**config.mk**
```make
export PLATFORM = sky130hd
export DESIGN_NAME = rcs_div
export DESIGN_NICKNAME = d
export VERILOG_FILES = /design/src/hdl/rcs_div.sv
export SDC_FILE = /design/constraint.sdc
export NUM_CORES = 1
export LEC_CHECK = 0
export BUFFER_PORTS_ARGS = -buffer_cell sky130_fd_sc_hd__buf_2
export CAP_MARGIN = 10
export CELL_PAD_IN_SITES_DETAIL_PLACEMENT = 0
export CELL_PAD_IN_SITES_GLOBAL_PLACEMENT = 1
export CORE_MARGIN = 2
export CORE_UTILIZATION = 43
export CTS_BUF_LIST = sky130_fd_sc_hd__clkbuf_2
export CTS_CLUSTER_SIZE = 25
export DETAILED_ROUTE_END_ITERATION = 7
export PLACE_DENSITY = 0.78
export SYNTH_ARGS = -nofsm -noshare
export SYNTH_HDL_FRONTEND = slang
export SYNTH_SLANG_ARGS = --single-unit
```
**constraint.sdc**
```tcl
create_clock -name clk_i -period 4.1 [get_ports clk_i]
set_clock_uncertainty 0.15 [all_clocks]
set_input_delay 0.205 -clock clk_i [delete_from_list [all_inputs] [get_ports clk_i]]
set_output_delay 0.205 -clock clk_i [all_outputs]
set_load 0.02 [all_outputs]
```
**src/hdl/rcs_div.sv**
```systemverilog
// Radix-2 restoring divider, one quotient bit per cycle.
module rcs_div (
  input  logic        clk_i,
  input  logic        rst_ni,
  input  logic        start_i,
  input  logic [31:0] dividend_i,
  input  logic [31:0] divisor_i,
  output logic        done_o,
  output logic [31:0] quot_o,
  output logic [31:0] rem_o
);

  logic        busy_q;
  logic        done_q;
  logic [4:0]  cnt_q;
  logic [31:0] q_q;
  logic [31:0] r_q;
  logic [31:0] d_q;
  logic [32:0] trial;
  logic [32:0] diff;
  logic        ge;

  assign trial = {r_q, q_q[31]};
  assign diff  = trial - {1'b0, d_q};
  assign ge    = ~diff[32];

  always_ff @(posedge clk_i or negedge rst_ni) begin
    if (!rst_ni) begin
      busy_q <= 1'b0;
      done_q <= 1'b0;
      cnt_q  <= '0;
    end else begin
      done_q <= 1'b0;
      if (start_i) begin
        busy_q <= 1'b1;
        cnt_q  <= '0;
      end else if (busy_q) begin
        cnt_q <= cnt_q + 5'd1;
        if (cnt_q == 5'd31) begin
          busy_q <= 1'b0;
          done_q <= 1'b1;
        end
      end
    end
  end

  always_ff @(posedge clk_i) begin
    if (start_i) begin
      q_q <= dividend_i;
      r_q <= '0;
      d_q <= divisor_i;
    end else if (busy_q) begin
      r_q <= ge ? diff[31:0] : trial[31:0];
      q_q <= {q_q[30:0], ge};
    end
  end

  assign done_o = done_q;
  assign quot_o = q_q;
  assign rem_o  = r_q;

endmodule

```
# [Word level (Yosys, flattened, before mapping)]
# Cells that the tools add are included.
[op_classes] reduce_logical=1 n_eq_ne=1 bitwise_logic=1 muxes=11 n_addsub=2
[ops] cell="32-bit two-way mux" count=3
[ops] cell="33-bit by 32-bit subtractor with 33-bit output" count=1
[ops] cell="5-bit two-way mux" count=2
[ops] cell="1-bit two-way mux" count=6
[ops] cell="5-bit by 1-bit adder with 5-bit output (second input constant)" count=1
[ops] cell="5-bit == test (second input constant)" count=1
[ops] cell="2-bit nonzero test" count=1
[ops] cell="1-bit inverter" count=1
[word_totals] ff_bits=103 input_bits=67 out_inout_bits=65

# [Logic depth before layout (Yosys ltp)]
[depth] depth_word=4 mapped_depth=13 mapped_depth_nobuf=12

# [Worst setup path after synthesis]
# Ideal clock, no wire load.
[synth_timing] path_type="register -> register" start="reg q_q[31], in the netlist quot_o[31]" end="reg r_q[13], in the netlist rem_o[13]" path_slack_ps=1094 path_buffers=0 arrival_time_ps=2729 synth_period_minus_slack_ps=3006 path_stages_with_launch=13 required_time_ps=3822 setup_ps=128 cell_sequence="edfxtp_1 > inv_1 > ha_1 > fa_1 > nand2b_1 > a21oi_1 > o211ai_1 > nand2_1 > a2bb2oi_4 > xor2_2 > mux2_2 > mux2i_1 > nor2_1"
[synth_between] elab_chain_cells=2
[synth_rtl] item="start: declaration" line_no="16" source="logic [31:0] q_q;"
[synth_rtl] item="start signal: assignment" line_no="49" source="q_q <= dividend_i;"
[synth_rtl] item="start signal: assignment" line_no="54" source="q_q <= {q_q[30:0], ge};"
[synth_rtl] item="33-bit by 32-bit subtractor with 33-bit output" line_no="24" source="assign diff = trial - {1'b0, d_q};"
[synth_rtl] item="32-bit two-way mux" line_no="53" source="r_q <= ge ? diff[31:0] : trial[31:0];"
[synth_rtl] item="end signal: assignment" line_no="53"
[synth_rtl] item="end: declaration" line_no="17" source="logic [31:0] r_q;"
# No other way between the ends.
# A chain may end at the register's enable or synchronous reset.

# [Worst setup path after layout]
[layout_timing] start="reg r_q[28], in the netlist rem_o[28]" end="reg r_q[17], in the netlist rem_o[17]"
[layout_between] elab_chain_cells=2
[layout_rtl] item="33-bit by 32-bit subtractor with 33-bit output" line_no="24"
[layout_rtl] item="32-bit two-way mux" line_no="53"
# No other way between the ends.

==> summary.txt <==
Power
  • Pwr/cell area: 274 nW/um2
  • Total leakage power: 3.50 nW
  • Peak supply drop: 0.240 mV

Setup path
  • Critical Path Max Stage Delay: 0.69 ns
  • Startpoint types: flip-flop
  • Arrival time worst endpoint: 4.08 ns
  • Worst Path Buf+Inv: 1
  • Worst reg2reg startpoint: rem_o[28]
  • Max Fanout on Critical Path: 21
  • Worst path top cell family by delay: compound AO/OA/AOI/OAI gates
  • Critical path type: flip-flop to flip-flop
  • CP endpoint kind: flip-flop
  • Slowest-stage cell, CP: xnor2_2
  • Critical path startpoint: rem_o[28]
  • CP Cell Sequence: ha_1 > a2111oi_2 > o31ai_1 > o22ai_2 > nand2_1 > a2bb2oi_4 > xnor2_2 > buf_4 > a21oi_1 > a211oi_1
  • Worst EP required: 4.51 ns

Synthesis
  • Seq/Total Area, Yosys: 45.7%
  • Yosys cell types: 58
  • Post-Synth Simple-Gate Area: 13.4%
  • Post-Synthesis Cell Area: 5990 um2
  • Area leader, netlist: edfxtp_1
  • Post-Synthesis Cells: 601
  • Top-area cell type share of the netlist area: 32.1%
  • Syn avg cell area: 9.96 um2
  • Synth top area cells: edfxtp_1, dfxtp_1, ha_1
  • Mux contribution to synthesized area: 6.69%
  • Main synth FF type: edfxtp_1
  • Post-synth ARST share: 6.80%
  • Net count after synthesis: 703
  • EDFF count, synth: 64
  • Synthesis-stage register bit count: 103
  • Compound-Gate Fraction of Synth Area: 17.4%
  • Adder-Cell Fraction of Synth Area: 7.44%
  • Synthesis Warnings: 0
  • Largest family of logic cells by synthesized area: compound AO/OA/AOI/OAI gates
  • Post-synthesis xor/xnor area fraction: 4.49%

Clock network
  • Clk buf depth: 2
  • CTS Buf Count: 9
  • Post-CTS Setup Inserts: 0
  • Worst-path clk slew: 0.34 ns
  • Clk sinks: 103
  • Worst-Skew Late Latency: 0.67 ns
  • Root buffer cell: clkbuf_2
  • H-tree Lvls: 3
  • CTS tree: done

Timing
  • Hold Violations, Final: 0
  • Worst-margin pin slew: 0.876 ns
  • Achievable Freq: 0.273 GHz
  • Tcrit/Tclk final: 89.4%
  • Worst Slack Setup Final: 0.433 ns
  • # setup viols final: 0
  • Unrepaired setup endpoints after global routing: false
  • Slew headroom: 41.3%
  • Slew Limit Fails: 0
  • Fin Setup TNS: 0 ns
  • Min cycle time layout: 3.67 ns

Floorplan
  • Chip Width: 122 um
  • Die area: 14900 um2
  • FP Rows: 43
  • Core area: 13700 um2
  • Die height: 122 um
  • # IOs: 132
  • Initial core utilization: 43.6%

Global route
  • Initial antenna violation count: 0
  • Vias in the first global route: 5221
  • First-pass GRT wire length: 25300 um
  • Gr usage total: 21.8%
  • GRT overflow: 0
  • Largest net degree at the start of global routing: 63

Placed design
  • GPL Wtd Cong: 0.924
  • Buffers on Ports: 131
  • Placed wire-length estimate: 10800 um
  • Pre-CTS setup slack: 0.441 ns

Cells and area
  • # diodes: 0
  • Proportion of layout cells with a drive suffix above 1: 24.1%
  • Synth-to-layout area growth: 29.7%
  • Final nets: 907
  • FILL cells: 1220

Hold path
  • Hold Crit Class: input pin to flip-flop
  • HP Start: divisor_i[14]

Status
  • Run status: finished, final reports clean

Detailed routing
  • Vias: 5289
  • Vias/cell: 5.34
  • DRT Wirelength: 16000 um
  • 1st-pass router iterations: 4
  • Initial drt markers: 231
  • Post-route ant nets: 0
  • DRC: 0
  • Wire per inst: 16.1 um

Run
  • Max-cap violations: 0
## synthesized netlist by cell type, types with 10 or more instances
cell type  count
nand2_1       66
edfxtp_1      64
nor2_1        57
a21oi_1       49
inv_1         41
ha_1          34
dfxtp_1       32
mux2_2        32
o21ai_0       20
a311oi_1      19
xnor2_1       15
xor2_1        12
a21o_1        10
clkbuf_1      10
## layout by cell type, fill, tap and decap left out, types with 19 or more instances in the layout
master	count
buf_2	130
dlygate4sd3_1	84
nand2_1	66
edfxtp_1	64
nor2_1	57
a21oi_1	49
inv_1	41
ha_1	34
mux2_2	32
dfxtp_1	32
o21ai_0	20
a311oi_1	19
## cells by family (layout without fill, tap and decap cells)
logic type	Yosys count	in the layout
simple gates	176	176
xor+xnor	29	29
buf+inv	69	278
flops	103	103
fa+ha+maj	35	35
mux	36	36
compound gates	153	153
## final cells by class
cell class	count	area [um2]	share of cell area, %
tap	180	225	2.90
multi-input combinational	429	2960	38.2
clock inverter	7	82.6	1.06
clock buffer	9	45.0	0.580
sequential	103	2740	35.3
timing repair buffer	221	1560	20.1
inverter	41	154	1.98
## metrics by stage
step	cell area [um2]	hold WS [ns]	total power, mW	utilization, %	instances
6_report	7760	0.0630	2.13	56.6	990
5_1_grt	7760	0.0150	2.22	56.6	990
4_1_cts	7750	0.000145	2.14	56.5	989
3_5_place_dp	6790	-0.0977	1.55	49.5	890
3_3_place_gp	6790	-0.101	1.54	49.5	890
2_1_floorplan	5990	-0.241	1.43	-	601
## final timing paths
check | to | slack [ns] | cells after the start
max | rem_o[17] | 0.43 | 10
min | d_q[14] | 0.06 | 2
max reg2reg | rem_o[17] | 0.43 | 10
min reg2reg | rem_o[4] | 0.38 | 2
max in group asynchronous | cnt_q[0] | 3.25 | 3
min in group asynchronous | cnt_q[3] | 0.31 | 3
## registers in the layout (all words and copies together), names as in the netlist
name,flops
quot_o,32
rem_o,32
d_q,32
cnt_q,5
busy_q,1
done_o,1
## timing repair
item | CTS | global route
hold buffers | 83 | 1
hold endpoints to repair | 87 | 1
resized for setup | 0 | 0
## routing by layer
layer / wire length, um / part of all wire [%] / global-route usage [%] / up-vias
met5: 0 / 0 / 0 / -
met4: 371 / 2.3 / 7.11 / 0
met3: 871 / 5.5 / 5.81 / 29
met2: 7720 / 48 / 37.1 / 139
met1: 7000 / 44 / 26.8 / 2522
li1: - / - / - / 2599
## report_power, final
group | switching, mW | total, mW | leakage, nW | internal, mW
clock network | 0.414 | 0.521 | 0.0740 | 0.108
logic | 0.208 | 0.404 | 2.43 | 0.196
registers | 0.0313 | 1.20 | 1.00 | 1.17
total | 0.653 | 2.13 | 3.50 | 1.48
Power figures use the tool's default switching activity.
