`src/hdl/rcs_ram.sv`:
```
// Generic single-write, single-read RAM with registered read data.
module rcs_ram #(
  parameter int WIDTH = 32,
  parameter int DEPTH = 32
) (
  input  logic                     clk_i,
  input  logic                     we_i,
  input  logic [$clog2(DEPTH)-1:0] waddr_i,
  input  logic [WIDTH-1:0]         wdata_i,
  input  logic [$clog2(DEPTH)-1:0] raddr_i,
  output logic [WIDTH-1:0]         rdata_o
);

  logic [WIDTH-1:0] mem_q [DEPTH];

  always_ff @(posedge clk_i) begin
    if (we_i) begin
      mem_q[waddr_i] <= wdata_i;
    end
    rdata_o <= mem_q[raddr_i];
  end

endmodule

```
`config.mk`:
```
export PLATFORM = sky130hd
export DESIGN_NAME = rcs_ram
export DESIGN_NICKNAME = d
export VERILOG_FILES = /design/src/hdl/rcs_ram.sv
export SDC_FILE = /design/constraint.sdc
export NUM_CORES = 1
export LEC_CHECK = 0
export BUFFER_PORTS_ARGS = -buffer_cell sky130_fd_sc_hd__buf_2
export CELL_PAD_IN_SITES_DETAIL_PLACEMENT = 0
export CELL_PAD_IN_SITES_GLOBAL_PLACEMENT = 1
export CORE_MARGIN = 2
export CORE_UTILIZATION = 49
export CTS_BUF_LIST = sky130_fd_sc_hd__clkbuf_16
export DETAILED_ROUTE_END_ITERATION = 10
export PLACE_DENSITY_LB_ADDON = 0.3
export SLEW_MARGIN = 20
export SYNTH_ARGS = -nofsm -noshare
export SYNTH_HDL_FRONTEND = slang
export SYNTH_SLANG_ARGS = --single-unit
export TNS_END_PERCENT = 20
```
`constraint.sdc`:
```
create_clock -name clk_i -period 4.6 [get_ports clk_i]
set_input_delay 0.23 -clock clk_i [delete_from_list [all_inputs] [get_ports clk_i]]
set_output_delay 0.23 -clock clk_i [all_outputs]
set_load 0.01 [all_outputs]
```
== Word level (Yosys, flattened, before mapping) ==
Memory sizes are Yosys's and may differ from the RTL's. A register that Yosys moved wholly into a read port is not among the register bits.
Cells that the tools add are included.

* Mux-type cells: 2

{| class="wikitable"
|+ Operator list
! cell !! number
|-
| $mux W1 || 2
|}

* Register bits after elaboration: 0
* RAM bits: 1024
* Input bits: 44
* Output and inout port bits: 32
* Word-level logic and storage cells: 3
* Memories kept: 1

{| class="wikitable"
|+ Memory list
! name !! depth !! width !! read ports !! clocked after memory_dff !! wr ports !! RTL line !! RTL
|-
| mem_q || 32 || 32 || 1 || 1 || 1 || 14 || <nowiki>logic [WIDTH-1:0] mem_q [DEPTH];</nowiki>
|}

== Depth between registers and ports, before layout ==
Gate-level depths: netlist (run 1).

* Depth after elaboration: 2
* Gate-level depth with buffers: 8
* Depth with buffers taken out: 5

== Worst setup path after synthesis (run 1) ==
OpenSTA, ideal clock, no wires.

* Path kind: input port to flip-flop
* Start: input port waddr_i[1]
* End: memory mem_q[12][0] (enable)
* Setup time: 0.421 ns
* Arrival time: 2.243 ns
* Data required time: 4.179 ns
* Setup slack: 1.936 ns
* Cell stages on the path: 3
* Path buffers: 1
* Cell sequence: or3b_2 clkbuf_1 nor2_1

{| class="wikitable"
|+ RTL lines
! what !! RTL line !! RTL
|-
| start, declared || 8 || <nowiki>input logic [$clog2(DEPTH)-1:0] waddr_i,</nowiki>
|-
| end, declared || 14 ||
|}

No word-level cell before the write port.

==> impl_results.md, run 1 <==
* Yosys top cell by area: edfxtp_1
* Total grt overflow at 0
* CP delay by family, top: buffers and inverters
* Post CTS Setup Buffer Count at 0
* Resize count post-CTS at 0
* DRC Markers at 0
* DR vias at between 20000 and 25000
* Most common cell after layout, fill and taps aside: edfxtp_1
* Pwr Density at 434.6 mW/mm2
* Die ar. at around 0.085 mm2
* Die X at slightly below 300 um
* Most frequent cells in the layout: edfxtp_1, mux2i_1, clkbuf_16, nand3_1, nand2_1
* Tightest hold margin at roughly 0.11 ns
* Data required time at the worst endpoint at just over 5 ns
* Critical path buffer and inverter count at 2
* Core region area at 0.08198 mm2
* Mapped Area at slightly above 0.04 mm2
* Largest cells by area after synthesis: edfxtp_1, mux2i_1, a22oi_1
* Slowest CP cell: a31oi_1
* Max Clock Freq at around 420 MHz
* I/O pins at 76
* CP cell instances: buf_8 > buf_12 > mux2i_1 > a22o_1 > nor3_1 > a31oi_1 > nand3_1
* Root Buffer: clkbuf_16
* Layout cells sized above 1 at around 13%
* Cell count after synthesis at ~2300
* Clk_lat worst skew at 0.68 ns
* Sequential share of the synthesized area at 77.54%
* Initial Util at between 40% and 50%
* Clk_skew at ~0.025 ns
* Period minus WS final at 2.356 ns
* # rows at approximately 110
* Syn Area/Cell at roughly 18 um2
* Yosys top cell area share at about three quarters
* CP Data Arrival Time at roughly 2.8 ns
* Hold Fails Final Rpt at 0
* Port bufs at between 70 and 80
* Setup TNS at 0 ns
* Drt first pass iters at 5
* Final setup viols at 0
* GP Congestion at 0.7798
* Measured slew at the worst slew-check pin at 1.103 ns
* Max-slew violation count at 0
* CP Capture Type: flop
* Clock buffer depth at 3
* CTS Sinks at about 1100
* TritonCTS clock tree: done
* Vias per cell at 5.913
* Cts hold-fix bufs at 0
* Clock slew at reported path FFs at approximately 0.06 ns
* Peak supply drop at 0.2791 mV
* P_leak at between 15 and 20 nW
* Pin count of the biggest net entering global routing at between 100 and 150
* Die H at 291.4 um
* Outcome: finished, final reports clean
* RSZ-0062 raised after global routing: no
* Register bit total from synthesis at approximately 1100
* Yosys warning count at 0
* Post-synth top flop: edfxtp_1
* TritonCTS buffer count at about 100
* Number of global-route vias before repair at between 20000 and 25000
* First-pass GRT wire length at roughly 140 mm
* Detailed-route wire length at roughly 96 mm
* All-Layer GR Usage at between 20% and 30%
* # H-tree levels at 3
* Max cap viols at 0
* Slew headroom at 26.46%
* DR WL/cell at between 20 and 30 um
* Worst Hold Class: input pin to flop
* Post-detail-place hpwl at about 55 mm
* Tcrit/Tclk final at between 50% and 60%
* Nets at 2424
* Routed Antenna Nets at 0
* CP Class: input pin to flop
* CP startpoint kind: input pin
* Area Growth Syn to Fin at 13.65%
* Antenna violations before repair at 5
* CP peak stage delay at around 0.71 ns
* DRT iter0 DRCs at 1756
* Async set-reset flop share out of synthesis at 0%
* Synthesized net count at between 2000 and 2500
* EDFF count, synth at about 1000
* Crit Path Max Fanout at slightly above 70
* Synth unique cells at 25
* Diode count at 0
synthesized netlist by cell type (3+ instances only):
cell type / n
nor3_1: 32
a22o_1: 64
a22oi_1: 96
nor2_1: 34
a21oi_1: 96
buf_1: 5
a31oi_1: 32
edfxtp_1: 1024
mux2i_1: 512
buf_6: 15
clkbuf_1: 46
nand2_1: 98
buf_2: 26
or3b_2: 3
nand3b_1: 5
nand3_1: 98
buf_4: 33
dfxtp_1: 32
layer usage:
layer,vias up,track usage (%),share of wire [%]
met5,-,0,0.027
met4,4,7.179,2.6
met3,150,2.924,5.9
met2,697,37.59,49
met1,10860,30.91,42
li1,9224,-,-
stage by stage:
step                      setup slack [ns]  instances  utilization (%)  total power [mW]  instance area, um2
after CTS                            2.320       3541            56.12             20.12               46010
after detailed placement             1.616       3344            52.05             11.99               42670
after global routing                 2.210       3541            56.12             20.56               46010
after floorplan                      1.936       2260                -             11.50               40490
final                                2.244       3541            56.12             20.00               46010
after global placement               1.668       3324            51.44             11.96               42170
power by group:
| part | leakage (nW) | switching, mW | internal (mW) |
|---|---|---|---|
| Combinational | 4.86 | 0.704 | 0.326 |
| Sequential | 9.49 | 0.0494 | 10.7 |
| Clock | 1.72 | 3.55 | 4.67 |
| Total | 16.1 | 4.30 | 15.7 |
area by class of cell:
type / instances / area (um2)
repair buffers: 141 / 1329
fillers: 6246 / 35970
flip-flops and latches: 1056 / 31390
multi-input cells: 1077 / 8610
clock buffers: 107 / 2678
clock inverters: 90 / 665.6
well taps: 1070 / 1339
flip-flops by register name, indices dropped and copies added (netlist names):
signal / cells
mem_q: 1024
rdata_o: 32
path summary, 6_finish.rpt:
kind	slack, ns	start	cells after the start	to
max	2.24	raddr_i[0]	7	rdata_o[24]
min	0.11	wdata_i[2]	1	mem_q[17][2]
max reg2reg	2.73	mem_q[3][24]	5	rdata_o[24]
min reg2reg	0.59	mem_q[26][5]	4	rdata_o[5]
logic make-up (layout without fill, tap and decap cells):
family	Yosys count	after routing	synth area share (%)
buffers and inverters	127	338	1.860
DFF	1056	1056	77.53
AOI/OAI and AO/OA	288	288	4.846
muxes	512	512	12.66
and+or+nand+nor	277	277	3.100
(Power assumes the default switching activity.)
==> run 2, diff against run 1 <==
Clock period 4.6 ns to 2.3 ns, I/O delays scaled along.
==> run 2 against run 1 <==
Effect of this change: first-iteration DRC count up 15%; critical path depth increased by 1; sequential share of layout area down 1.7 points; worst setup slack worse by 1.8 ns; core utilization is 1.4 points higher; die area stayed put; non-clock buffer count is 97 higher; hold slack gained 0.021 ns; combinational power up 110%; sequential power rose by 100%; total power up 100%; critical path type unchanged; largest cell class unchanged; highest routed layer unchanged.
==> impl_results.md, run 2 (synthesis results as in run 1) <==
* Die X at 291.4 um (unchanged)
* Drt first pass iters at 5 (unchanged)
* Crit Path Max Fanout at 17 (was 72)
* RSZ-0062 raised after global routing: no (unchanged)
* Tightest hold margin at 0.1303 ns (was 0.1092 ns)
* Clock slew at reported path FFs at 0.06 ns (about the same)
* GP Congestion at 0.7893 (was 0.7798)
* # fillers at 6181 (was 6246)
* Inst Count DP at 3408 (was 3344)
* Share of total power in sequential cells at 53.5% (was 53.8%)
* Post CTS Setup Buffer Count at 0 (unchanged)
* DRC Markers at 0 (unchanged)
* Antenna violations before repair at 8 (was 5)
* CP Capture Type: flop (unchanged)
* Final std cells w/o fill at 3639 (was 3541)
* Layout cells sized above 1 at 15.26% (was 13.40%)
* Data required time at the worst endpoint at 2.81 ns (was 5.08 ns)
* CP Class: input pin to flop (unchanged)
* Sw Pwr at 8.506 mW (was 4.298 mW)
* Measured slew at the worst slew-check pin at 0.6145 ns (was 1.103 ns)
* CP startpoint kind: input pin (unchanged)
* Worst Hold Class: input pin to flop (unchanged)
* Initial Util at 49.38% (unchanged)
* Clk_lat worst skew at 0.66 ns (was 0.68 ns)
* Detailed-route wire length at 99.60 mm (was 95.96 mm)
* # rows at 105 (unchanged)
* Die H at 291.4 um (unchanged)
* Max Clock Freq at 547.0 MHz
* Die ar. at 0.08494 mm2 (unchanged)
* Number of global-route vias before repair at 21170 (was 21100)
* TritonCTS clock tree: done (unchanged)
* Internal portion of total power at 31.70 mW (was 15.70 mW)
* Nets at 2523 (was 2424)
* CP Data Arrival Time at 2.34 ns (was 2.83 ns)
* Pin count of the biggest net entering global routing at 52 (was 134)
* Area of the multi-input gates at 0.008610 mm2 (unchanged)
* Clk_skew at 0.01938 ns (was 0.02549 ns)
* Clock buffer depth at 3 (unchanged)
* Max-slew violation count at 0 (unchanged)
* Total power at 40.21 mW (was 20.00 mW)
* Routed Antenna Nets at 0 (unchanged)
* Comb pwr share at 5.4% (was 5.2%)
* All-Layer GR Usage at 23.41% (was 22.51%)
* CTS Sinks at 1056 (unchanged)
* Outcome: finished, final reports clean (unchanged)
* Resize count post-CTS at 0 (unchanged)
* Largest regs: mem_q x1024, rdata_o x32 (unchanged)
* Slew headroom at 59.04% (was 26.46%)
* Max cap viols at 0 (unchanged)
* DR vias at 21400 (was 20940)
* Tcrit/Tclk final at a little under 80%
* Peak supply drop at 0.6569 mV (was 0.2791 mV)
* Seq. cell area at 0.03139 mm2 (unchanged)
* Final setup viols at 0 (unchanged)
* # H-tree levels at 3 (unchanged)
* Pwr Density at 852.1 mW/mm2 (was 434.6 mW/mm2)
* Port bufs at 75 (unchanged)
* P_leak at 16.67 nW (was 16.08 nW)
* Max FFs per register at 1024 (unchanged)
* Clk pwr share at 41.1% (about the same)
* Most common cell after layout, fill and taps aside: edfxtp_1 (unchanged)
* DRT iter0 DRCs at 2028 (was 1756)
* Area Growth Syn to Fin at 16.56% (was 13.65%)
* I/O pins at 76 (unchanged)
* Root Buffer: clkbuf_16 (unchanged)
* Final core occ at 57.56% (was 56.12%)
* DR WL/cell at 27.37 um (was 27.10 um)
* Hold Fails Final Rpt at 0 (unchanged)
* Cts hold-fix bufs at 33 (was 0)
* Post-detail-place hpwl at 54.39 mm (was 55.23 mm)
* Most frequent cells in the layout: edfxtp_1, mux2i_1, clkbuf_16, nand3_1, nand2_1 (unchanged)
* Switching portion of total power at 21.15% (was 21.50%)
* TritonCTS buffer count at 106 (was 104)
* Period minus WS final at 1.828 ns
* Total grt overflow at 0 (unchanged)
* Vias per cell at 5.881 (was 5.913)
* First-pass GRT wire length at 144.3 mm (was 140.4 mm)
* Largest Register: mem_q (unchanged)
* Core region area at 0.08198 mm2 (unchanged)
[run 2: cell count changes in the layout (fill, tap and decap cells not counted), moves of 2 or more]
cell,delta
buf_12,+48
dlygate4sd3_1,+33
buf_4,+29
buf_16,-13
inv_1,+11
clkinv_1,-8
clkinv_2,-3
clkinv_4,-2
inv_6,+2
[run 2: path summary, 6_finish.rpt]
| check | startpoint | endpoint | slack (ns) | depth (start not counted) |
|---|---|---|---|---|
| setup / recovery | raddr_i[0] | rdata_o[13] | 0.47 | 8 |
| hold reg to reg | mem_q[10][21] | rdata_o[21] | 0.60 | 4 |
| setup reg to reg | mem_q[0][13] | rdata_o[13] | 1.01 | 5 |
| hold / removal | raddr_i[2] | rdata_o[4] | 0.13 | 6 |
[run 2: per-layer routing]
layer	wire length (um)	vias up	GRT usage, %
met3	5950	191	3.375
met2	46890	739	37.03
li1	-	9448	-
met5	61	-	0
met4	3293	10	7.795
met1	43400	11010	33.66
[run 2: worst max-delay path: stages]
cell and delay [ns]:
dlygate4sd3_1 0.56, buf_8 0.19, buf_4 0.36, buf_4 0.32, mux2i_1 0.22, a22oi_1 0.11, a31oi_1 0.29, nand3_1 0.16
[run 2: stage by stage]
step	setup WS [ns]	instance area [um2]	setup TNS, ns
2_1_floorplan	-0.2491	40490	-88.42
3_3_place_gp	0.3761	43490	0
3_5_place_dp	0.3902	43490	0
4_1_cts	0.4962	47190	0
5_1_grt	0.3799	47190	0
6_report	0.4720	47190	0
[run 2: layout make-up]
class / count / area share, %
timing repair buffer: 238 / 5.255
clock inverter: 89 / 1.408
antenna: 1 / 0.005303
sequential: 1056 / 66.52
clock buffer: 108 / 5.727
tap: 1070 / 2.837
multi-input combinational: 1077 / 18.25
[run 2: power by group through the flow]
| stage | clock network, mW | logic (mW) | registers, mW |
|---|---|---|---|
| global route | 17.5 | 2.32 | 21.5 |
| CTS | 16.8 | 2.18 | 21.5 |
| detailed placement | 0 | 2.12 | 21.9 |
| finish | 16.5 | 2.16 | 21.5 |
| floorplan | 0 | 1.11 | 21.9 |
| global placement | 0 | 2.08 | 21.9 |
