**src/hdl/rcs_pkg.sv**
```systemverilog
// Shared types, opcodes and result codes for the integer core.
package rcs_pkg;

  typedef enum logic [2:0] {
    ST_IDLE,
    ST_REG,
    ST_IDX,
    ST_MOD,
    ST_DIV,
    ST_MEMR,
    ST_FIN
  } state_e;

  localparam logic [1:0] STAT_OK      = 2'd0;
  localparam logic [1:0] STAT_HALT    = 2'd1;
  localparam logic [1:0] STAT_DIV0    = 2'd2;
  localparam logic [1:0] STAT_ILLEGAL = 2'd3;

  localparam logic [31:0] PC_RESET    = 32'h0040_0000;
  localparam logic [31:0] HALT_CODE   = 32'd10;
  localparam logic [4:0]  REG_LINK    = 5'd31;
  localparam logic [4:0]  REG_SYSARG  = 5'd2;

  localparam logic [5:0] OP_SPECIAL = 6'h00;
  localparam logic [5:0] OP_REGIMM  = 6'h01;
  localparam logic [5:0] OP_J       = 6'h02;
  localparam logic [5:0] OP_JAL     = 6'h03;
  localparam logic [5:0] OP_BEQ     = 6'h04;
  localparam logic [5:0] OP_BNE     = 6'h05;
  localparam logic [5:0] OP_BLEZ    = 6'h06;
  localparam logic [5:0] OP_BGTZ    = 6'h07;
  localparam logic [5:0] OP_ADDI    = 6'h08;
  localparam logic [5:0] OP_ADDIU   = 6'h09;
  localparam logic [5:0] OP_SLTI    = 6'h0A;
  localparam logic [5:0] OP_SLTIU   = 6'h0B;
  localparam logic [5:0] OP_ANDI    = 6'h0C;
  localparam logic [5:0] OP_ORI     = 6'h0D;
  localparam logic [5:0] OP_XORI    = 6'h0E;
  localparam logic [5:0] OP_LUI     = 6'h0F;
  localparam logic [5:0] OP_LB      = 6'h20;
  localparam logic [5:0] OP_LH      = 6'h21;
  localparam logic [5:0] OP_LW      = 6'h23;
  localparam logic [5:0] OP_LBU     = 6'h24;
  localparam logic [5:0] OP_LHU     = 6'h25;
  localparam logic [5:0] OP_SB      = 6'h28;
  localparam logic [5:0] OP_SH      = 6'h29;
  localparam logic [5:0] OP_SW      = 6'h2B;

  localparam logic [5:0] FN_SLL     = 6'h00;
  localparam logic [5:0] FN_SRL     = 6'h02;
  localparam logic [5:0] FN_SRA     = 6'h03;
  localparam logic [5:0] FN_SLLV    = 6'h04;
  localparam logic [5:0] FN_SRLV    = 6'h06;
  localparam logic [5:0] FN_SRAV    = 6'h07;
  localparam logic [5:0] FN_JR      = 6'h08;
  localparam logic [5:0] FN_JALR    = 6'h09;
  localparam logic [5:0] FN_SYSCALL = 6'h0C;
  localparam logic [5:0] FN_MFHI    = 6'h10;
  localparam logic [5:0] FN_MTHI    = 6'h11;
  localparam logic [5:0] FN_MFLO    = 6'h12;
  localparam logic [5:0] FN_MTLO    = 6'h13;
  localparam logic [5:0] FN_MULT    = 6'h18;
  localparam logic [5:0] FN_MULTU   = 6'h19;
  localparam logic [5:0] FN_DIV     = 6'h1A;
  localparam logic [5:0] FN_DIVU    = 6'h1B;
  localparam logic [5:0] FN_ADD     = 6'h20;
  localparam logic [5:0] FN_ADDU    = 6'h21;
  localparam logic [5:0] FN_SUB     = 6'h22;
  localparam logic [5:0] FN_SUBU    = 6'h23;
  localparam logic [5:0] FN_AND     = 6'h24;
  localparam logic [5:0] FN_OR      = 6'h25;
  localparam logic [5:0] FN_XOR     = 6'h26;
  localparam logic [5:0] FN_NOR     = 6'h27;
  localparam logic [5:0] FN_SLT     = 6'h2A;
  localparam logic [5:0] FN_SLTU    = 6'h2B;

  localparam logic [4:0] RI_BLTZ    = 5'h00;
  localparam logic [4:0] RI_BGEZ    = 5'h01;
  localparam logic [4:0] RI_BLTZAL  = 5'h10;
  localparam logic [4:0] RI_BGEZAL  = 5'h11;

  typedef struct packed {
    logic        preload;
    logic        stopped;
    logic [31:0] pc;
    logic [31:0] ins;
    logic [31:0] a;
    logic [31:0] b;
    logic [31:0] hi;
    logic [31:0] lo;
    logic [31:0] addr;
    logic [31:0] word;
    logic [63:0] prod;
    logic [31:0] quot;
    logic [31:0] rem;
    logic [31:0] pdata;
  } exec_in_t;

  typedef struct packed {
    logic [31:0] next_pc;
    logic [1:0]  status;
    logic        reg_written;
    logic [4:0]  dest_reg;
    logic [31:0] dest_value;
    logic        mem_written;
    logic [31:0] mem_address;
    logic [31:0] mem_value;
    logic [31:0] hi;
    logic [31:0] lo;
    logic        stop;
  } exec_out_t;

  function automatic logic is_mem_op(input logic [5:0] op);
    return (op == OP_LB) || (op == OP_LH) || (op == OP_LW) || (op == OP_LBU) ||
           (op == OP_LHU) || (op == OP_SB) || (op == OP_SH) || (op == OP_SW);
  endfunction

endpackage

```
**src/hdl/rcs_exec.sv**
```systemverilog
// Instruction execute: result, next PC, register and memory writes.
module rcs_exec (
  input  rcs_pkg::exec_in_t  ex_i,
  output rcs_pkg::exec_out_t ex_o
);

  logic [5:0]  op;
  logic [5:0]  fn;
  logic [4:0]  rt;
  logic [4:0]  rd;
  logic [4:0]  sh;
  logic [31:0] imm;
  logic [31:0] simm;
  logic [31:0] br_tgt;
  logic [31:0] link;
  logic [31:0] j_tgt;
  logic [4:0]  bsh;
  logic [31:0] wsh;
  logic [15:0] half;
  logic [31:0] bmask;
  logic [31:0] q_fix;
  logic [31:0] r_fix;
  logic        a_lt0;
  logic [31:0] npc;
  logic [1:0]  st;
  logic [1:0]  err;
  logic        rw;
  logic [4:0]  rdst;
  logic [31:0] rval;
  logic        mw;
  logic [31:0] mval;
  logic [31:0] nhi;
  logic [31:0] nlo;

  assign op     = ex_i.ins[31:26];
  assign rt     = ex_i.ins[20:16];
  assign rd     = ex_i.ins[15:11];
  assign sh     = ex_i.ins[10:6];
  assign fn     = ex_i.ins[5:0];
  assign imm    = {16'b0, ex_i.ins[15:0]};
  assign simm   = {{16{ex_i.ins[15]}}, ex_i.ins[15:0]};
  assign br_tgt = ex_i.pc + {simm[29:0], 2'b00};
  assign link   = ex_i.pc + 32'd4;
  assign j_tgt  = {ex_i.pc[31:28], ex_i.ins[25:0], 2'b00};
  assign bsh    = {ex_i.addr[1:0], 3'b000};
  assign wsh    = ex_i.word >> bsh;
  assign half   = ex_i.addr[1] ? ex_i.word[31:16] : ex_i.word[15:0];
  assign bmask  = 32'h0000_00FF << bsh;
  assign a_lt0  = ex_i.a[31];
  // divider works on magnitudes; fix signs for DIV
  assign q_fix  = ((fn == rcs_pkg::FN_DIV) && (ex_i.a[31] ^ ex_i.b[31])) ? -ex_i.quot
                                                                          : ex_i.quot;
  assign r_fix  = ((fn == rcs_pkg::FN_DIV) && ex_i.a[31]) ? -ex_i.rem : ex_i.rem;

  always_comb begin
    npc  = link;
    st   = rcs_pkg::STAT_OK;
    err  = rcs_pkg::STAT_OK;
    rw   = 1'b0;
    rdst = rt;
    rval = '0;
    mw   = 1'b0;
    mval = '0;
    nhi  = ex_i.hi;
    nlo  = ex_i.lo;

    unique case (op)
      rcs_pkg::OP_SPECIAL: begin
        rdst = rd;
        unique case (fn)
          rcs_pkg::FN_SLL:  begin rw = 1'b1; rval = ex_i.b << sh; end
          rcs_pkg::FN_SRL:  begin rw = 1'b1; rval = ex_i.b >> sh; end
          rcs_pkg::FN_SRA:  begin rw = 1'b1; rval = 32'($signed(ex_i.b) >>> sh); end
          rcs_pkg::FN_SLLV: begin rw = 1'b1; rval = ex_i.b << ex_i.a[4:0]; end
          rcs_pkg::FN_SRLV: begin rw = 1'b1; rval = ex_i.b >> ex_i.a[4:0]; end
          rcs_pkg::FN_SRAV: begin
            rw = 1'b1;
            rval = 32'($signed(ex_i.b) >>> ex_i.a[4:0]);
          end
          rcs_pkg::FN_JR:   npc = ex_i.a;
          rcs_pkg::FN_JALR: begin
            rw   = 1'b1;
            rdst = (rd == 5'd0) ? rcs_pkg::REG_LINK : rd;
            rval = link;
            npc  = ex_i.a;
          end
          rcs_pkg::FN_ADD, rcs_pkg::FN_ADDU: begin rw = 1'b1; rval = ex_i.a + ex_i.b; end
          rcs_pkg::FN_SUB, rcs_pkg::FN_SUBU: begin rw = 1'b1; rval = ex_i.a - ex_i.b; end
          rcs_pkg::FN_AND:  begin rw = 1'b1; rval = ex_i.a & ex_i.b; end
          rcs_pkg::FN_OR:   begin rw = 1'b1; rval = ex_i.a | ex_i.b; end
          rcs_pkg::FN_XOR:  begin rw = 1'b1; rval = ex_i.a ^ ex_i.b; end
          rcs_pkg::FN_NOR:  begin rw = 1'b1; rval = ~(ex_i.a | ex_i.b); end
          rcs_pkg::FN_SLT:  begin
            rw = 1'b1;
            rval = {31'b0, $signed(ex_i.a) < $signed(ex_i.b)};
          end
          rcs_pkg::FN_SLTU: begin rw = 1'b1; rval = {31'b0, ex_i.a < ex_i.b}; end
          rcs_pkg::FN_MULT, rcs_pkg::FN_MULTU: begin
            nlo = ex_i.prod[31:0];
            nhi = ex_i.prod[63:32];
          end
          rcs_pkg::FN_DIV, rcs_pkg::FN_DIVU: begin
            if (ex_i.b == '0) begin
              err = rcs_pkg::STAT_DIV0;
            end else begin
              nlo = q_fix;
              nhi = r_fix;
            end
          end
          rcs_pkg::FN_MFHI: begin rw = 1'b1; rval = ex_i.hi; end
          rcs_pkg::FN_MFLO: begin rw = 1'b1; rval = ex_i.lo; end
          rcs_pkg::FN_MTHI: nhi = ex_i.a;
          rcs_pkg::FN_MTLO: nlo = ex_i.a;
          // operand a holds register 2 for this one
          rcs_pkg::FN_SYSCALL: begin
            if (ex_i.a == rcs_pkg::HALT_CODE) begin
              st = rcs_pkg::STAT_HALT;
            end
          end
          default: err = rcs_pkg::STAT_ILLEGAL;
        endcase
      end
      rcs_pkg::OP_REGIMM: begin
        unique case (rt)
          rcs_pkg::RI_BLTZ: if (a_lt0) npc = br_tgt;
          rcs_pkg::RI_BGEZ: if (!a_lt0) npc = br_tgt;
          rcs_pkg::RI_BLTZAL: begin
            rw = 1'b1; rdst = rcs_pkg::REG_LINK; rval = link;
            if (a_lt0) npc = br_tgt;
          end
          rcs_pkg::RI_BGEZAL: begin
            rw = 1'b1; rdst = rcs_pkg::REG_LINK; rval = link;
            if (!a_lt0) npc = br_tgt;
          end
          default: err = rcs_pkg::STAT_ILLEGAL;
        endcase
      end
      rcs_pkg::OP_J:   npc = j_tgt;
      rcs_pkg::OP_JAL: begin
        rw = 1'b1; rdst = rcs_pkg::REG_LINK; rval = link; npc = j_tgt;
      end
      rcs_pkg::OP_BEQ:  if (ex_i.a == ex_i.b) npc = br_tgt;
      rcs_pkg::OP_BNE:  if (ex_i.a != ex_i.b) npc = br_tgt;
      rcs_pkg::OP_BLEZ: if ((ex_i.a == '0) || a_lt0) npc = br_tgt;
      rcs_pkg::OP_BGTZ: if ((ex_i.a != '0) && !a_lt0) npc = br_tgt;
      rcs_pkg::OP_ADDI, rcs_pkg::OP_ADDIU: begin rw = 1'b1; rval = ex_i.a + simm; end
      rcs_pkg::OP_SLTI:  begin rw = 1'b1; rval = {31'b0, $signed(ex_i.a) < $signed(simm)}; end
      rcs_pkg::OP_SLTIU: begin rw = 1'b1; rval = {31'b0, ex_i.a < imm}; end
      rcs_pkg::OP_ANDI:  begin rw = 1'b1; rval = ex_i.a & imm; end
      rcs_pkg::OP_ORI:   begin rw = 1'b1; rval = ex_i.a | imm; end
      rcs_pkg::OP_XORI:  begin rw = 1'b1; rval = ex_i.a ^ imm; end
      rcs_pkg::OP_LUI:   begin rw = 1'b1; rval = {ex_i.ins[15:0], 16'b0}; end
      rcs_pkg::OP_LB:    begin rw = 1'b1; rval = {{24{wsh[7]}}, wsh[7:0]}; end
      rcs_pkg::OP_LBU:   begin rw = 1'b1; rval = {24'b0, wsh[7:0]}; end
      rcs_pkg::OP_LH:    begin rw = 1'b1; rval = {{16{half[15]}}, half}; end
      rcs_pkg::OP_LHU:   begin rw = 1'b1; rval = {16'b0, half}; end
      rcs_pkg::OP_LW:    begin rw = 1'b1; rval = ex_i.word; end
      rcs_pkg::OP_SB: begin
        mw   = 1'b1;
        mval = (ex_i.word & ~bmask) | ({24'b0, ex_i.b[7:0]} << bsh);
      end
      rcs_pkg::OP_SH: begin
        mw   = 1'b1;
        mval = ex_i.addr[1] ? {ex_i.b[15:0], ex_i.word[15:0]}
                            : {ex_i.word[31:16], ex_i.b[15:0]};
      end
      rcs_pkg::OP_SW: begin mw = 1'b1; mval = ex_i.b; end
      default: err = rcs_pkg::STAT_ILLEGAL;
    endcase

    if (rdst == 5'd0) begin
      rw = 1'b0;
    end

    ex_o.next_pc     = npc;
    ex_o.status      = st;
    ex_o.reg_written = rw;
    ex_o.dest_reg    = rw ? rdst : 5'd0;
    ex_o.dest_value  = rw ? rval : '0;
    ex_o.mem_written = mw;
    ex_o.mem_address = mw ? {ex_i.addr[31:2], 2'b00} : '0;
    ex_o.mem_value   = mw ? mval : '0;
    ex_o.hi          = nhi;
    ex_o.lo          = nlo;
    ex_o.stop        = (st == rcs_pkg::STAT_HALT);

    priority if (ex_i.preload) begin
      ex_o             = '0;
      ex_o.next_pc     = ex_i.pc;
      ex_o.status      = ex_i.stopped ? rcs_pkg::STAT_HALT : rcs_pkg::STAT_OK;
      ex_o.mem_written = 1'b1;
      ex_o.mem_address = {ex_i.addr[31:2], 2'b00};
      ex_o.mem_value   = ex_i.pdata;
      ex_o.hi          = ex_i.hi;
      ex_o.lo          = ex_i.lo;
      ex_o.stop        = ex_i.stopped;
    end else if (ex_i.stopped) begin
      ex_o         = '0;
      ex_o.next_pc = ex_i.pc;
      ex_o.status  = rcs_pkg::STAT_HALT;
      ex_o.hi      = ex_i.hi;
      ex_o.lo      = ex_i.lo;
      ex_o.stop    = 1'b1;
    end else if (err != rcs_pkg::STAT_OK) begin
      ex_o         = '0;
      ex_o.next_pc = ex_i.pc;
      ex_o.status  = err;
      ex_o.hi      = ex_i.hi;
      ex_o.lo      = ex_i.lo;
      ex_o.stop    = 1'b1;
    end else begin
      ex_o.stop = ex_o.stop;
    end
  end

endmodule

```
**config.mk**
```make
export PLATFORM = sky130hd
export DESIGN_NAME = rcs_exec
export DESIGN_NICKNAME = d
export VERILOG_FILES = /design/src/hdl/rcs_pkg.sv /design/src/hdl/rcs_exec.sv
export SDC_FILE = /design/constraint.sdc
export NUM_CORES = 2
export LEC_CHECK = 0
export ABC_AREA = 1
export BUFFER_PORTS_ARGS = -buffer_cell sky130_fd_sc_hd__buf_4
export CAP_MARGIN = 10
export CORE_AREA = 10 10 286 233
export DETAILED_ROUTE_END_ITERATION = 16
export DIE_AREA = 0 0 296 243
export PLACE_DENSITY = 0.71
export SLEW_MARGIN = 40
export SYNTH_ARGS = -nofsm -noshare
export SYNTH_HDL_FRONTEND = slang
export SYNTH_SLANG_ARGS = --single-unit
```
**constraint.sdc**
```tcl
create_clock -name vclk -period 3.9
set_input_delay 0.78 -clock vclk [all_inputs]
set_output_delay 0.78 -clock vclk [all_outputs]
set_load 0.01 [all_outputs]
```
==> impl_metrics.yaml, run 1 <==
run_status:
  outcome: "did not finish"
  haltStage: "global routing"
  tool.error: "[ERROR GRT-0232] Routing congestion too high. Check the congestion heatmap in the GUI."
synthesis:
  yosys.area.top_type: "nand2_1"
  synth-seq-area-share_pct: 0
  syn_area_per_cell_sq_um: 5.02
  syn_area_sq_um: 27000
  synth_cell_types: 62
  syn_inst: 5389
  synth.top_cell.area_share_pct: 18.8
  ys_top_cells_by_area: "nand2_1 (19%), nand3_1 (12%), ha_1 (9.8%)"
  yosys_warnings: 0
grt:
  grt.total_usage_pct: 84.0
  grt_max_degree: 49
  grt-ovfl-total: 586
placed_design:
  port_buffers: 618
  placed_area_sq_um: 42400
  dpl.hpwl_mm: 194
  gp_congestion: 1.37
  pre_cts_ws_ps: -698
floorplanning:
  start_util_pct: 44.5
  die_x_microns: 296
  rows: 81
  die_h_microns: 243
  io_pins: 620
timing:
  repair-timing-grt-worst-ep: "ex_o[177]"
  worstEndpointType: "primary output"
[logic make-up after synthesis]
logic type      after synthesis  synth area share (%)
buf+inv                     947                  13.5
compound gates             1403                  30.8
fa+ha+maj                   216                  10.1
simple gates               2770                  43.9
other cells                   1                0.0139
xor+xnor                     52                  1.68
[synthesized netlist by cell type (6+ instances only)]
| cell | instances |
|---|---|
| a2111oi_0 | 14 |
| a211oi_1 | 9 |
| a21o_1 | 17 |
| a21oi_1 | 413 |
| a221oi_1 | 58 |
| a22oi_1 | 20 |
| a31oi_1 | 25 |
| buf_1 | 8 |
| buf_2 | 55 |
| buf_4 | 9 |
| clkbuf_1 | 180 |
| clkinv_1 | 20 |
| ha_1 | 212 |
| inv_1 | 654 |
| inv_2 | 21 |
| nand2_1 | 1351 |
| nand3_1 | 631 |
| nand3b_1 | 13 |
| nand4_1 | 76 |
| nor2_1 | 499 |
| nor2_2 | 7 |
| nor3_1 | 95 |
| nor4_1 | 45 |
| o2111ai_1 | 25 |
| o211ai_1 | 109 |
| o21a_1 | 15 |
| o21ai_0 | 465 |
| o21ai_1 | 48 |
| o21ai_2 | 6 |
| o21bai_1 | 22 |
| o221ai_1 | 36 |
| o22ai_1 | 71 |
| o31ai_1 | 20 |
| o32ai_1 | 6 |
| or2_2 | 30 |
| xnor2_1 | 17 |
| xor2_1 | 35 |
[through the flow]
stage | setup TNS (ps) | std cells
2_1_floorplan | -6.42 | 5390
3_3_place_gp | -67940 | 7896
3_5_place_dp | -71000 | 7896
4_1_cts | -16260 | 8047
[metal layers]
layer	track usage (%)	GRT overflow
met2	92.6	277
met4	82.7	198
met3	79.3	55
met1	82.5	44
met5	56.0	12
[timing repair]
action,in CTS
setup buffers,144
pin swaps,318
hold buffers,0
resized for setup,1298
gates cloned,19
endpoints found under the hold margin,0
endpoints found under the setup margin,157
==> inputs of run 2 (changes only) <==
--- a/config.mk
+++ b/config.mk
@@ -8,10 +8,10 @@
 export ABC_AREA = 1
 export BUFFER_PORTS_ARGS = -buffer_cell sky130_fd_sc_hd__buf_4
 export CAP_MARGIN = 10
-export CORE_AREA = 10 10 286 233
+export CORE_AREA = 10 10 312 314
 export DETAILED_ROUTE_END_ITERATION = 16
-export DIE_AREA = 0 0 296 243
-export PLACE_DENSITY = 0.71
+export DIE_AREA = 0 0 322 324
+export PLACE_DENSITY_LB_ADDON = 0.15
 export SLEW_MARGIN = 40
 export SYNTH_ARGS = -nofsm -noshare
 export SYNTH_HDL_FRONTEND = slang
==> constraint.sdc (replaced) <==
create_clock -name vclk -period 5.07
set_input_delay 1.014 -clock vclk [all_inputs]
set_output_delay 1.014 -clock vclk [all_outputs]
set_load 0.01 [all_outputs]
==> impl_metrics.yaml, run 2 <==
grt:
  grt_antenna_before_repair: 27
  grt_pass1_wl_mm: 340
  grt-ovfl-total: 0
  grt_pass1_vias: 44513
  grt.total_usage_pct: 45.5
  grt_max_degree: 50
final_layout:
  seq_area_sq_um: 0
  final_cell_mix: "buf_4 (1,441), nand2_1 (1,329), inv_1 (636)"
  drive_gt1_share_pct: 26.8
  instances_no_fill: 7846
  nets: 7279
  flops_and_latches: 0
  nClkBuffers: 0
  synthToLayoutAreaGrowth_pct: 49.5
  nFillCells: 10400
  layout_commonest_cell: "buf_4"
timing:
  setup_violations: 10
  finalWorstSetupSlack_ps: -33.3
  tightest_slew_ps: 873
  fin_crit_sh_pct: 101
  slew_violations: 0
  hold_viol_final: 0
  fmax_mhz: 196
  period_minus_slack_ps: 5100
  max-slew-margin-rel_pct: 41.7
  holdWs_ps: 2320
  rsz0062_at_grt: "yes"
power:
  sequentialPowerShare_pct: 0
  leakage_nw: 20.4
  vdd.ir_drop.worst_v: 0.0000649
  p_switching_mw: 2.56
  clock_power_share_pct: 0
  power_frac_comb_pct: 100.0
  p_total_mw: 4.05
  power.density_nw_per_um2: 100
  p_int_mw: 1.49
  swShare_pct: 63.3
run_status:
  outcome: "complete, but fails checks"
  violations: "setup timing"
worst_setup_path:
  worstPathMaxFanout: 27
  cp_data_arrival_time_ps: 4090
  crit_path_end_kind: "output port"
  criticalPathCategory: "input pin to output port"
  cp_data_required_time_ps: 4060
  start_kind: "input pin"
floorplanning:
  start_util_pct: 29.7
  core_sq_um: 91100
  rows: 111
  die_h_microns: 324
  die_x_microns: 322
  io_pins: 620
  dieArea_sq_um: 104000
synthesis:
  yosys.area.top_type: "nand2_1"
  syn_area_sq_um: 27000
  syn_inst: 5389
  syn_area_per_cell_sq_um: 5.02
  synth.top_cell.area_share_pct: 18.8
  synth_cell_types: 62
  synth-seq-area-share_pct: 0
  synth_common_cells: "nand2_1 (1,351), inv_1 (654), nand3_1 (631)"
  synth.most_common_cell: "nand2_1"
  yosys_warnings: 0
  ys_top_cells_by_area: "nand2_1 (19%), nand3_1 (12%), ha_1 (9.8%)"
placed_design:
  gp_congestion: 1.15
  dpl.hpwl_mm: 216
  port_buffers: 618
  dp_cells: 7812
route:
  drtIter0Drc: 7330
  routedWlPerCell_microns: 32.2
  vias: 47932
  ant_nets: 0
  drc_errors: 0
  drt-pass1-iter-count: 8
  wirelength_mm: 253
  vias_per_cell: 6.11
min_path:
  holdPathStages: 4
  whs_endpoint: "ex_o[72]"
  min_from: "ex_i[7]"
  hold_path.class: "input pin to output port"
run:
  maxCapViolCount: 0
==> run 2: cell counts after synthesis <==
Identical to the previous run, type by type.
==> run 2: timing repair <==
action | CTS | global route
buffers inserted | 1 | 15
setup endpoints to repair | 100 | 118
hold buffers | 0 | 0
gates resized for setup | 34 | 218
pin swaps | 5 | 19
gates cloned | 0 | 1
==> run 2: power by group through the flow <==
stage	logic (mW)	clock network, mW	registers [mW]
floorplan	1.58	0	0
global placement	3.77	0	0
detailed placement	3.76	0	0
CTS	3.78	0	0
global route	4.21	0.000000149	0
finish	4.05	0.000000210	0
==> run 2: per-layer routing <==
layer	share of wire [%]	wire length [microns]	vias to the layer above	global-route usage, %
li1	-	-	20983	-
met1	37	92500	22289	54.0
met2	42	105000	3608	68.2
met3	12	30900	1042	13.9
met4	9.6	24300	10	34.6
met5	0.025	62	-	0
==> run 2: cells by family after synthesis <==
| kind of cell | Yosys count | share of synthesized area [%] |
|---|---|---|
| AO/OA/AOI/OAI | 1403 | 30.8 |
| adder cells (fa/ha/maj) | 216 | 10.1 |
| XOR/XNOR | 52 | 1.68 |
| buffers and inverters | 947 | 13.5 |
| AND/OR/NAND/NOR | 2770 | 43.9 |
| other | 1 | 0.0139 |
==> run 2: worst max-delay path by stage <==
stage,from,endpoint,slack [ps],depth (start not counted)
CTS,ex_i[290],ex_o[160],0.3,22
global placement,ex_i[290],ex_o[145],-360,14
floorplan,ex_i[292],ex_o[199],450,17
global route,ex_i[335],ex_o[160],-60,22
detailed placement,ex_i[290],ex_o[145],-380,14
finish,ex_i[309],ex_o[152],-30,17
==> run 2: cell type report <==
cell class         count  area [sq um]  share of cell area (%)
diodes                17          42.5                   0.105
inverters            695          2660                    6.58
multi-input cells   4443         24200                    60.0
well taps           1186          1480                    3.67
repair buffers      1505         12000                    29.7
==> run 2: through the flow <==
step / setup WS (ps) / setup TNS, ps / instance area [sq um] / util [%]
2_1_floorplan: 454 / 0 / 27000 / -
3_5_place_dp: -375 / -8080 / 39300 / 43.1
4_1_cts: 0.256 / 0 / 39400 / 43.3
6_report: -33.3 / -210 / 40400 / 44.4
3_3_place_gp: -362 / -8650 / 39300 / 43.1
5_1_grt: -60.7 / -269 / 40400 / 44.3
==> run 2: worst max-delay path, stage by stage <==
cell and delay, ps:
buf_4 120, inv_1 280, buf_4 260, nand4_1 160
nor3_4 350, nand3_2 140, nor2_4 190, buf_4 180
nand3_1 150, nand3_4 250, buf_12 220, nor2_4 80
inv_2 90, buf_12 190, a21oi_1 70, buf_4 160
buf_4 140
Power figures use the tool's default switching activity.
